**src/hdl/cpt_pkg.sv**
```systemverilog
package cpt_pkg;

  // Table geometry
  localparam int MaxStates = 16;
  localparam int MaxNodes  = 8;
  localparam int CountBits = 16;

  localparam int NodeW    = 3;
  localparam int StateW   = 4;
  localparam int CfgW     = 5;
  localparam int ColAw    = NodeW + StateW;
  localparam int EntAw    = ColAw + StateW;
  localparam int ColDepth = 1 << ColAw;
  localparam int EntDepth = 1 << EntAw;

  localparam logic [CountBits-1:0] CntMax = {CountBits{1'b1}};
  localparam logic [CfgW-1:0]      NumStatesRst = CfgW'(2);

  // Fraction scale: 1.0 is 2^FracBits
  localparam int FracBits = 16;
  localparam int ProbW    = FracBits + 1;
  localparam int DivSteps = FracBits + 1;
  localparam int DivCntW  = $clog2(DivSteps);

  typedef enum logic [1:0] {
    OP_COUNT = 2'd0,
    OP_QUERY = 2'd1,
    OP_CLEAR = 2'd2
  } cpt_op_e;

  typedef enum logic [1:0] {
    STS_OK    = 2'd0,
    STS_RANGE = 2'd1,
    STS_SAT   = 2'd2
  } cpt_status_e;

  typedef enum logic [2:0] {
    S_CLEAR,
    S_IDLE,
    S_READ,
    S_CALC,
    S_DIV,
    S_OUT
  } cpt_state_e;

  typedef struct packed {
    logic [1:0]        opcode;
    logic [NodeW-1:0]  node;
    logic [StateW-1:0] hidden_state;
    logic [StateW-1:0] visible_state;
  } cpt_in_t;

  typedef struct packed {
    logic [ProbW-1:0]     probability;
    logic [CountBits-1:0] pair_count;
    logic [CountBits-1:0] column_total;
    logic [1:0]           status;
  } cpt_out_t;

endpackage

```
**src/hdl/cpt_div.sv**
```systemverilog
// Restoring divider, one quotient bit a cycle: quo = floor(num * 2^FracBits / den).
// Requires num <= den and den != 0, so the quotient fits in ProbW bits.
module cpt_div (
  input  logic                               clk_i,
  input  logic                               rst_ni,
  input  logic                               start_i,
  input  logic [cpt_pkg::CountBits-1:0]      num_i,
  input  logic [cpt_pkg::CountBits-1:0]      den_i,
  output logic                               done_o,
  output logic [cpt_pkg::ProbW-1:0]          quo_o
);

  logic                               busy_q, busy_d;
  logic                               done_q, done_d;
  logic [cpt_pkg::DivCntW-1:0]        step_q, step_d;
  logic [cpt_pkg::CountBits-1:0]      rem_q, rem_d;
  logic [cpt_pkg::CountBits-1:0]      den_q, den_d;
  logic [cpt_pkg::FracBits:0]         shf_q, shf_d;
  logic [cpt_pkg::ProbW-1:0]          quo_q, quo_d;
  logic [cpt_pkg::CountBits:0]        trial;
  logic [cpt_pkg::CountBits:0]        diff;
  logic                               ge;

  assign trial = {rem_q, shf_q[cpt_pkg::FracBits]};
  assign ge    = trial >= {1'b0, den_q};
  assign diff  = trial - {1'b0, den_q};

  always_comb begin
    busy_d = busy_q;
    done_d = 1'b0;
    step_d = step_q;
    rem_d  = rem_q;
    den_d  = den_q;
    shf_d  = shf_q;
    quo_d  = quo_q;
    if (start_i) begin
      // Upper dividend bits give a zero quotient since num <= den
      busy_d = 1'b1;
      step_d = cpt_pkg::DivCntW'(cpt_pkg::DivSteps - 1);
      rem_d  = {1'b0, num_i[cpt_pkg::CountBits-1:1]};
      den_d  = den_i;
      shf_d  = {num_i[0], {cpt_pkg::FracBits{1'b0}}};
      quo_d  = '0;
    end else if (busy_q) begin
      rem_d  = ge ? diff[cpt_pkg::CountBits-1:0] : trial[cpt_pkg::CountBits-1:0];
      shf_d  = {shf_q[cpt_pkg::FracBits-1:0], 1'b0};
      quo_d  = {quo_q[cpt_pkg::ProbW-2:0], ge};
      step_d = step_q - 1'b1;
      if (step_q == '0) begin
        busy_d = 1'b0;
        done_d = 1'b1;
      end
    end
  end

  always_ff @(posedge clk_i or negedge rst_ni) begin
    if (!rst_ni) begin
      busy_q <= 1'b0;
      done_q <= 1'b0;
      step_q <= '0;
    end else begin
      busy_q <= busy_d;
      done_q <= done_d;
      step_q <= step_d;
    end
  end

  always_ff @(posedge clk_i) begin
    rem_q <= rem_d;
    den_q <= den_d;
    shf_q <= shf_d;
    quo_q <= quo_d;
  end

  assign done_o = done_q;
  assign quo_o  = quo_q;

endmodule

```
**config.mk**
```make
export PLATFORM = sky130hd
export DESIGN_NAME = cpt_div
export DESIGN_NICKNAME = d
export VERILOG_FILES = /design/src/hdl/cpt_pkg.sv /design/src/hdl/cpt_div.sv
export SDC_FILE = /design/constraint.sdc
export NUM_CORES = 1
export LEC_CHECK = 0
export ABC_AREA = 1
export BUFFER_PORTS_ARGS = -buffer_cell sky130_fd_sc_hd__buf_2
export CAP_MARGIN = 20
export CORE_UTILIZATION = 60
export DETAILED_ROUTE_END_ITERATION = 12
export PLACE_DENSITY_LB_ADDON = 0.15
export SLEW_MARGIN = 25
export SYNTH_ARGS = -nofsm -noshare
export SYNTH_HDL_FRONTEND = slang
export SYNTH_SLANG_ARGS = --single-unit
export TNS_END_PERCENT = 5
```
**constraint.sdc**
```tcl
create_clock -name clk_i -period 4.98 [get_ports clk_i]
set_input_delay 0 -clock clk_i [delete_from_list [all_inputs] [get_ports clk_i]]
set_output_delay 0 -clock clk_i [all_outputs]
set_load 0.02 [all_outputs]
```
# == Word level (Yosys, flattened, before mapping) ==
# Index checks and enable logic that the tools add are counted.
# classes
addsub,2
magnitude_cmp,1
mux,13
n_reduce_logical,2
# op_table
op,count
17-bit two-way mux,2
15-bit two-way mux,2
17-bit by 16-bit greater-or-equal comparator with 1-bit output,1
16-bit two-way mux,1
16-bit subtractor,1
5-bit two-way mux,2
1-bit two-way mux,6
5-bit logical NOT,1
5-bit by 1-bit subtractor with 5-bit output (second input constant),1
2-bit nonzero test,1
# totals
regBits,57
input_bits,35
out_inout_bits,18
word_cells,26

# == Longest topological paths before layout ==
# Gate-level depths: netlist (run 1).
# depth
depth_word,4
depth_mapped,15
depth_no_buf,15

# == Worst setup path before layout (run 1) ==
# No wires, ideal clock.
# synth_timing
path_kind,reg2reg
from,reg shf_q[16] (netlist name)
to,"reg rem_q[8] (netlist name), data pin"
arrival_time_ns,1.698
t_required_ns,4.727
slack_ns,3.029
path_stages_with_launch,14
path_cell_list,edfxtp_1 -> inv_1 -> ha_1 -> inv_1 -> fa_1 -> nand2_1 -> nand3_1 -> and2_1 -> nand2_1 -> nand2_1 -> xnor2_1 -> nand2_1 -> nand3_1 -> nand2_1
# synth_via
elab_chain_len,4
elab_cells_between_ends,5
cone_classes,add/sub: 1; order compare: 1; mux: 3
# synth_rtl
element,line,source
"start, declared",cpt_div.sv:18,"logic [cpt_pkg::FracBits:0] shf_q, shf_d;"
"start signal, assigned",cpt_div.sv:71,shf_q <= shf_d;
16-bit subtractor / 17-bit by 16-bit greater-or-equal comparator with 1-bit output (equally long branches),"cpt_div.sv:26, cpt_div.sv:25",
16-bit two-way mux *,cpt_div.sv:45,rem_d = ge ? diff[cpt_pkg::CountBits-1:0] : trial[cpt_pkg::CountBits-1:0];
15-bit two-way mux *,cpt_div.sv:44,end else if (busy_q) begin
15-bit two-way mux *,cpt_div.sv:36,if (start_i) begin
via rem_d (one bit),cpt_div.sv:16,"logic [cpt_pkg::CountBits-1:0] rem_q, rem_d;"
"end signal, assigned",cpt_div.sv:69,rem_q <= rem_d;
"end, declared",cpt_div.sv:16,
# Mark *: on every way through the listed nets, which the timed path passes. The rest lies on a longest branch. The select of a mux whose other input is x is not followed.
# A chain may end at the register's enable or synchronous reset.

# == Final worst setup path (run 1) ==
# layout_timing
from,reg rem_q[11] (netlist name)
to,"reg rem_q[10] (netlist name), data pin"
# layout_via
elab_chain_len,4
# layout_rtl
element,line,source
17-bit by 16-bit greater-or-equal comparator with 1-bit output,cpt_div.sv:25,"assign ge = trial >= {1'b0, den_q};"
16-bit two-way mux,cpt_div.sv:45,
15-bit two-way mux,cpt_div.sv:44,
15-bit two-way mux,cpt_div.sv:36,
via rem_d (one bit),cpt_div.sv:16,
# The timed path passes the listed nets, and every way through them passes these cells. The select of a mux whose other input is x is not followed.

==> summary.txt, run 1 <==
Critical path
  – Maximum fanout along the worst path: 17
  – CP max-delay cell: nor2_4
  – CP max stage delay: 450 ps
  – Critical-path cell list: ha_1, a21oi_1, nand2_1, nand2_1, nand2_1, nor2_4, nand2_4, nand2_1, nand3_1, nand2_1
  – Worst Path Arrival: 2580 ps
  – CP startpoint: rem_q[11]
  – WP data required: 5190 ps
  – CP Buf/Inv Count: 0
  – Crit end category: register
  – Top Family by Delay on Critical Path: simple AND/OR/NAND/NOR gates
  – Critical path startpoint category: register
  – Most common cell on crit path: nand2_1
  – Crit Path Class: register to register
  – R2r startpoint: rem_q[11]

Detailed routing
  – Via Count: 3010
  – Iter 0 DRT Violations: 165
  – Drt wl/cell: 13.52 um
  – Drt via density: 5.128
  – Drt pass-1 iters: 5
  – Final wirelength: 7.939 mm
  – Post-route ant nets: 0
  – DRC Markers: 0

Global route
  – Initial antenna violation count: 0
  – GRT overflow: 0
  – Largest net degree at the start of global routing: 37
  – Vias in the first global route: 2875
  – First-pass GRT wire length: 12.86 mm
  – Global-route usage over all layers: 28.17%

Die
  – Core footprint: 5270 um2
  – # IOs: 53
  – DIE HEIGHT: 77.11 um
  – Die footprint: 5945 um2
  – Die extent in x: 77.11 um
  – # rows: 26
  – Starting Density: 64.22%

Yosys
  – Area share of the largest cell type after synthesis: 28.39%
  – Netlist Area Pre-Place: 3384 um2
  – Sequential element share of the synthesized area: 44.21%
  – Synth area leader: edfxtp_1
  – Synth unique cells: 34
  – Post-Syn Area per Cell: 7.982 um2
  – Synthesized flop and latch total: 57
  – Syn nets: 478
  – Syn. warnings: 0
  – Cells after synthesis: 424
  – Largest cells by area after synthesis: edfxtp_1 28%, nand2_1 14%, dfxtp_1 11%, inv_1 8.3%, ha_1 6.7%

Place
  – PortBufs: 52
  – Final GP Congestion: 0.8859
  – Post-DP HPWL: 5.044 mm

Layout
  – Layout area overhead: 23.29%
  – Antenna cells: 0
  – Commonest non-fill, non-tap cell in the layout: nand2_1
  – Share of layout cells above drive strength 1: 17.60%
  – Fin nets: 566
  – Most frequent cells in the layout: 127 x nand2_1, 75 x inv_1, 52 x buf_2

Clock network
  – Worst-path clk slew: 70 ps
  – H-Tree Depth: 3
  – TritonCTS clock tree: yes
  – Max Root-Sink Buffers: 2
  – Root cell of the clock tree: clkbuf_8
  – Total clock sinks: 57
  – CTS Buf Count: 9
  – Worst-skew pair later-pin latency: 350 ps
  – Setup bufs post-CTS: 0

STA
  – Tmin final: 2368 ps
  – Worst-Margin Slew: 749.5 ps
  – Hold WS: 2.890 ps
  – RSZ-0062 raised after global routing: no
  – Final Hold Viols: 0
  – Worst Clk Skew: 12.91 ps
  – Setup violators final: 0
  – Slew Viols, Final: 0
  – Final Cycle Share: 47.55%
  – Max_slew headroom: 50.03%
  – F_max: 422.3 MHz
  – Setup TNS: 0 ps

Pwr
  – P_leak: 2.081 nW
  – PwrDens: 527.2 nW/um2
  – Worst VDD drop: 295.9 uV

Status
  – Status: completed

Run
  – Max_cap viols: 0

Hold path
  – Worst hold path class: input port to async pin
## synth_stat cells, drive strengths merged
library cell    n
xnor2           6
clkinv          3
ha             18
buf             6
o22ai          16
nor4            1
edfxtp         32
nand2         139
nand4           6
xor2            1
nor3            3
and2            2
a21oi           9
inv            77
nand3          31
clkbuf          2
o21ai           7
nand3b         16
nor2           22
fa              1
dfxtp          18
o21a            1
dfrtp           7
## through the flow
| step | setup WS (ps) | power (mW) | std cells | utilization, % | instance area (um2) |
|---|---|---|---|---|---|
| 2_1_floorplan | 3029 | 1.595 | 424 | - | 3385 |
| 3_3_place_gp | 2725 | 1.764 | 538 | 69.80 | 3679 |
| 3_5_place_dp | 2694 | 1.789 | 538 | 69.80 | 3679 |
| 4_1_cts | 2673 | 2.181 | 587 | 79.18 | 4173 |
| 5_1_grt | 2478 | 2.370 | 587 | 79.18 | 4173 |
| 6_report | 2612 | 2.200 | 587 | 79.18 | 4173 |
## state kept, by name, indices dropped and copies added (netlist names)
signal / count
busy_q: 1
shf_q: 1
den_q: 16
done_o: 1
rem_q: 16
step_q: 5
quo_o: 17
## area by class of cell
class                           instances  area, um2
Multi-Input combinational cell        279       1534
Sequential cell                        57       1496
Fill cell                             400       1097
Timing Repair Buffer                   85      590.6
Inverter                               80      300.3
Clock buffer                           11      131.4
Tap cell                               70      87.58
Clock inverter                          5      32.53
## worst register-to-register path: stages, from the launching register on
cell,delay [ps]
edfxtp_1,390
ha_1,360
a21oi_1,210
nand2_1,100
nand2_1,60
nand2_1,80
nor2_4,450
nand2_4,270
nand2_1,160
nand3_1,80
nand2_1,80
## metal layers
metal / part of all wire [%] / GRT usage [%] / vias up
li1: - / - / 1537
met1: 45 / 34.41 / 1377
met2: 49 / 48.57 / 85
met3: 4.3 / 5.833 / 11
met4: 1.1 / 10.94 / 0
met5: 0 / 0 / -
## what timing repair did
item / 4_1_cts / 5_1_grt
hold endpoints to repair: 39 / 0
hold buffers: 33 / 0
resized for setup: 0 / 0
## where the power goes
group	internal (mW)	switching [mW]	total [mW]	leakage (nW)
Sequential	0.630	0.0653	0.695	0.559
Clock	0.179	0.191	0.370	0.0753
Combinational	0.424	0.711	1.13	1.45
Total	1.23	0.967	2.20	2.08
## cells by family (layout without fill, tap and decap cells)
| logic type | count (synthesis) | count (layout) | synth area share, % |
|---|---|---|---|
| xor+xnor | 7 | 7 | 1.811 |
| compound gates | 33 | 33 | 5.545 |
| simple gates | 220 | 220 | 30.72 |
| buf+inv | 88 | 181 | 10.46 |
| fa+ha+maj | 19 | 19 | 7.246 |
| flops | 57 | 57 | 44.21 |
## final timing paths
path	endpoint	slack, ps	depth (start not counted)
max	rem_q[10]	2610	10
min	step_q[4]	3	2
max reg2reg	rem_q[10]	2610	10
min reg2reg	quo_o[16]	460	2
max in group asynchronous	step_q[0]	4820	2
min in group clk_i	den_q[15]	270	1
Note: power is estimated with default switching activity, not from simulation.
==> run 2: changes to the inputs <==
CORE_UTILIZATION = 51   (was 60)
clock period = 2.06 ns   (was 4.98 ns; I/O delays follow)
==> run 2 against run 1 <==
Compared with the run above:
- sequential cell count stayed put
- global-route usage shrank 2.8 points
- clock-buffer cell count shrank 2
- core utilization fell by 7.4 points
- final cell count grew 4.4%
- clock power grew to 2.9 times the previous value
- register-to-register slack lost 2600 ps
- sequential share of layout area fell by 3.2 points
- first-iteration DRC count decreased by 13%
- combinational power increased to 2.9 times the previous value
- critical path type unchanged
- critical endpoint unchanged
- largest power group unchanged
==> summary.txt, run 2 (synthesis gave the netlist of run 1 again) <==
Detailed routing
  – Final wirelength: 8.236 mm (was 7.939 mm)
  – Post-route ant nets: 0 (unchanged)
  – Via Count: 3127 (was 3010)
  – Drt wl/cell: 13.44 um (was 13.52 um)
  – Drt via density: 5.101 (was 5.128)
  – Drt pass-1 iters: 4 (was 5)
  – DRC Markers: 0 (unchanged)
  – Iter 0 DRT Violations: 144 (was 165)

Place
  – Area after DPL: 3807 um2 (was 3679 um2)
  – PortBufs: 52 (unchanged)
  – Pre-CTS WS: -66.97 ps (was 2694 ps)
  – Final GP Congestion: 0.8797 (was 0.8859)
  – Post-DP HPWL: 5.485 mm (was 5.044 mm)
  – Cells after DPL: 561 (was 538)

STA
  – Max_slew headroom: 60.76% (was 50.03%)
  – RSZ-0062 raised after global routing: yes (was no)
  – Setup violators final: 0 (unchanged)
  – F_max: 487.5 MHz (was 422.3 MHz)
  – Final Cycle Share: 99.57% (was 47.55%)
  – Slew Viols, Final: 0 (unchanged)
  – Worst Clk Skew: 13.03 ps (was 12.91 ps)
  – Hold WS: 72.49 ps (was 2.890 ps)
  – Final Hold Viols: 0 (unchanged)
  – Fin worst setup slack: 8.840 ps (was 2612 ps)
  – Tmin final: 2051 ps (was 2368 ps)
  – Worst-Margin Slew: 584.9 ps (was 749.5 ps)

Critical path
  – Crit Path Class: register to register (unchanged)
  – Crit end category: register (unchanged)
  – WP data required: 2160 ps (was 5190 ps)
  – Maximum fanout along the worst path: 8 (was 17)
  – Worst Path Arrival: 2150 ps (was 2580 ps)
  – Critical path startpoint category: register (unchanged)
  – R2r worst-path depth: 12 (was 10)

Global route
  – Vias in the first global route: 3192 (was 2875)
  – Largest net degree at the start of global routing: 24 (was 37)
  – First-pass GRT wire length: 13.97 mm (was 12.86 mm)
  – Global-route usage over all layers: 25.35% (was 28.17%)
  – Initial antenna violation count: 0 (unchanged)
  – GRT overflow: 0 (unchanged)

Die
  – Starting Density: 53.00% (was 64.22%)
  – DIE HEIGHT: 83.47 um (was 77.11 um)
  – # IOs: 53 (unchanged)
  – # rows: 29 (was 26)
  – Die footprint: 6966 um2 (was 5945 um2)
  – Core footprint: 6386 um2 (was 5270 um2)
  – Die extent in x: 83.47 um (was 77.11 um)

Layout
  – Non-Filler Instances: 613 (was 587)
  – Most frequent cells in the layout: 118 x nand2_1, 71 x inv_1, 52 x buf_2 (was 127 x nand2_1, 75 x inv_1, 52 x buf_2)
  – Max reg flops: 17 (unchanged)
  – Layout area overhead: 35.42% (was 23.29%)
  – Fin nets: 585 (was 566)
  – Commonest non-fill, non-tap cell in the layout: nand2_1 (unchanged)
  – Antenna cells: 0 (unchanged)
  – Final Instance Area: 4583 um2 (was 4173 um2)
  – Share of layout cells above drive strength 1: 26.12% (was 17.60%)

Pwr
  – Pwr Total: 6.059 mW (was 2.200 mW)
  – P_leak: 2.210 nW (was 2.081 nW)
  – Worst VDD drop: 893.7 uV (was 295.9 uV)
  – Internal power: 3.503 mW (was 1.232 mW)
  – Sw frac: 42.18% (was 43.98%)
  – Sequential power share: 28.7% (was 31.6%)
  – PwrDens: 1322 nW/um2 (was 527.2 nW/um2)
  – Clock network power share: 17.6% (was 16.8%)
  – Switching power total: 2.555 mW (was 967.4 uW)
  – Logic pwr share: 53.7% (was 51.6%)

Clock network
  – Max Root-Sink Buffers: 2 (unchanged)
  – CTS Buf Count: 9 (unchanged)
  – Worst-skew pair later-pin latency: 350 ps (about the same)
  – Total clock sinks: 57 (unchanged)
  – H-Tree Depth: 3 (unchanged)
  – Root cell of the clock tree: clkbuf_8 (unchanged)
  – Worst-path clk slew: 70 ps (about the same)
  – TritonCTS clock tree: yes (unchanged)

Hold path
  – Worst Hold Depth: 1
  – Worst hold path class: input port to register (was input port to async pin)

Status
  – Status: completed (unchanged)

Run
  – Max_cap viols: 0 (unchanged)
==> run 2: cell count changes in the layout (fill, tap and decap cells not counted), sizes merged <==
| cell | before | now |
|---|---|---|
| bufinv | 0 | 1 |
| clkinv | 4 | 6 |
| dlygate4sd3 | 33 | 35 |
| inv | 78 | 80 |
| buf | 52 | 69 |
| clkbuf | 11 | 9 |
| clkinvlp | 3 | 0 |
==> run 2: path summary, 6_finish.rpt <==
check / from / endpoint / slack [ps]
max: rem_q[9] / rem_q[10] / 9
min: start_i / den_q[1] / 70
max reg2reg: rem_q[9] / rem_q[10] / 9
min reg2reg: quo_o[16] / quo_o[16] / 470
max in group asynchronous: rst_ni / done_o / 710
min in group asynchronous: rst_ni / busy_q / 510
==> run 2: layer usage <==
layer | share of wire [%] | routed length, um | up-vias | global-route usage, %
li1 | - | - | 1580 | -
met1 | 44 | 3609 | 1454 | 30.47
met2 | 50 | 4077 | 75 | 43.89
met3 | 4.3 | 355 | 18 | 5.045
met4 | 2.3 | 193 | 0 | 11.56
met5 | 0 | 0 | - | 0
==> run 2: what timing repair did <==
item	CTS	global route
buffers inserted	0	1
pin swaps	2	13
hold buffers	35	0
gates resized for setup	10	30
setup endpoints to repair	12	16
hold endpoints to repair	39	0
==> run 2: stage by stage <==
stage                     util [%]  TNS, ps
final                        71.77        0
after global routing         71.77   -940.6
after CTS                    69.28   -6.053
after detailed placement     59.62   -246.7
after global placement       59.62   -138.9
after floorplan                  -        0
==> run 2: worst max-delay path, stage by stage (launching register included) <==
cell	delay (ps)
edfxtp_1	460
ha_4	260
nand2_1	80
nand2_2	70
nand2_1	60
nand2_1	60
nand2_1	70
nand2_2	60
nor2_4	210
buf_6	170
nand3b_1	90
nand3_1	100
nand2_1	90
==> run 2: cell type report <==
class	count	area [um2]
fill	503	1803
multi-input combinational	279	1749
sequential	57	1496
timing repair buffer	104	749.5
inverter	80	300.3
clock buffer	9	123.9
tap	77	96.34
clock inverter	7	67.56
==> run 2: power groups by stage <==
stage | Clock, mW | Combinational, mW | Sequential, mW
after floorplan | 0 | 2.18 | 1.68
after global placement | 0 | 2.76 | 1.68
after detailed placement | 0 | 2.81 | 1.69
after CTS | 1.08 | 2.99 | 1.69
after global routing | 1.13 | 3.64 | 1.77
final | 1.07 | 3.25 | 1.74
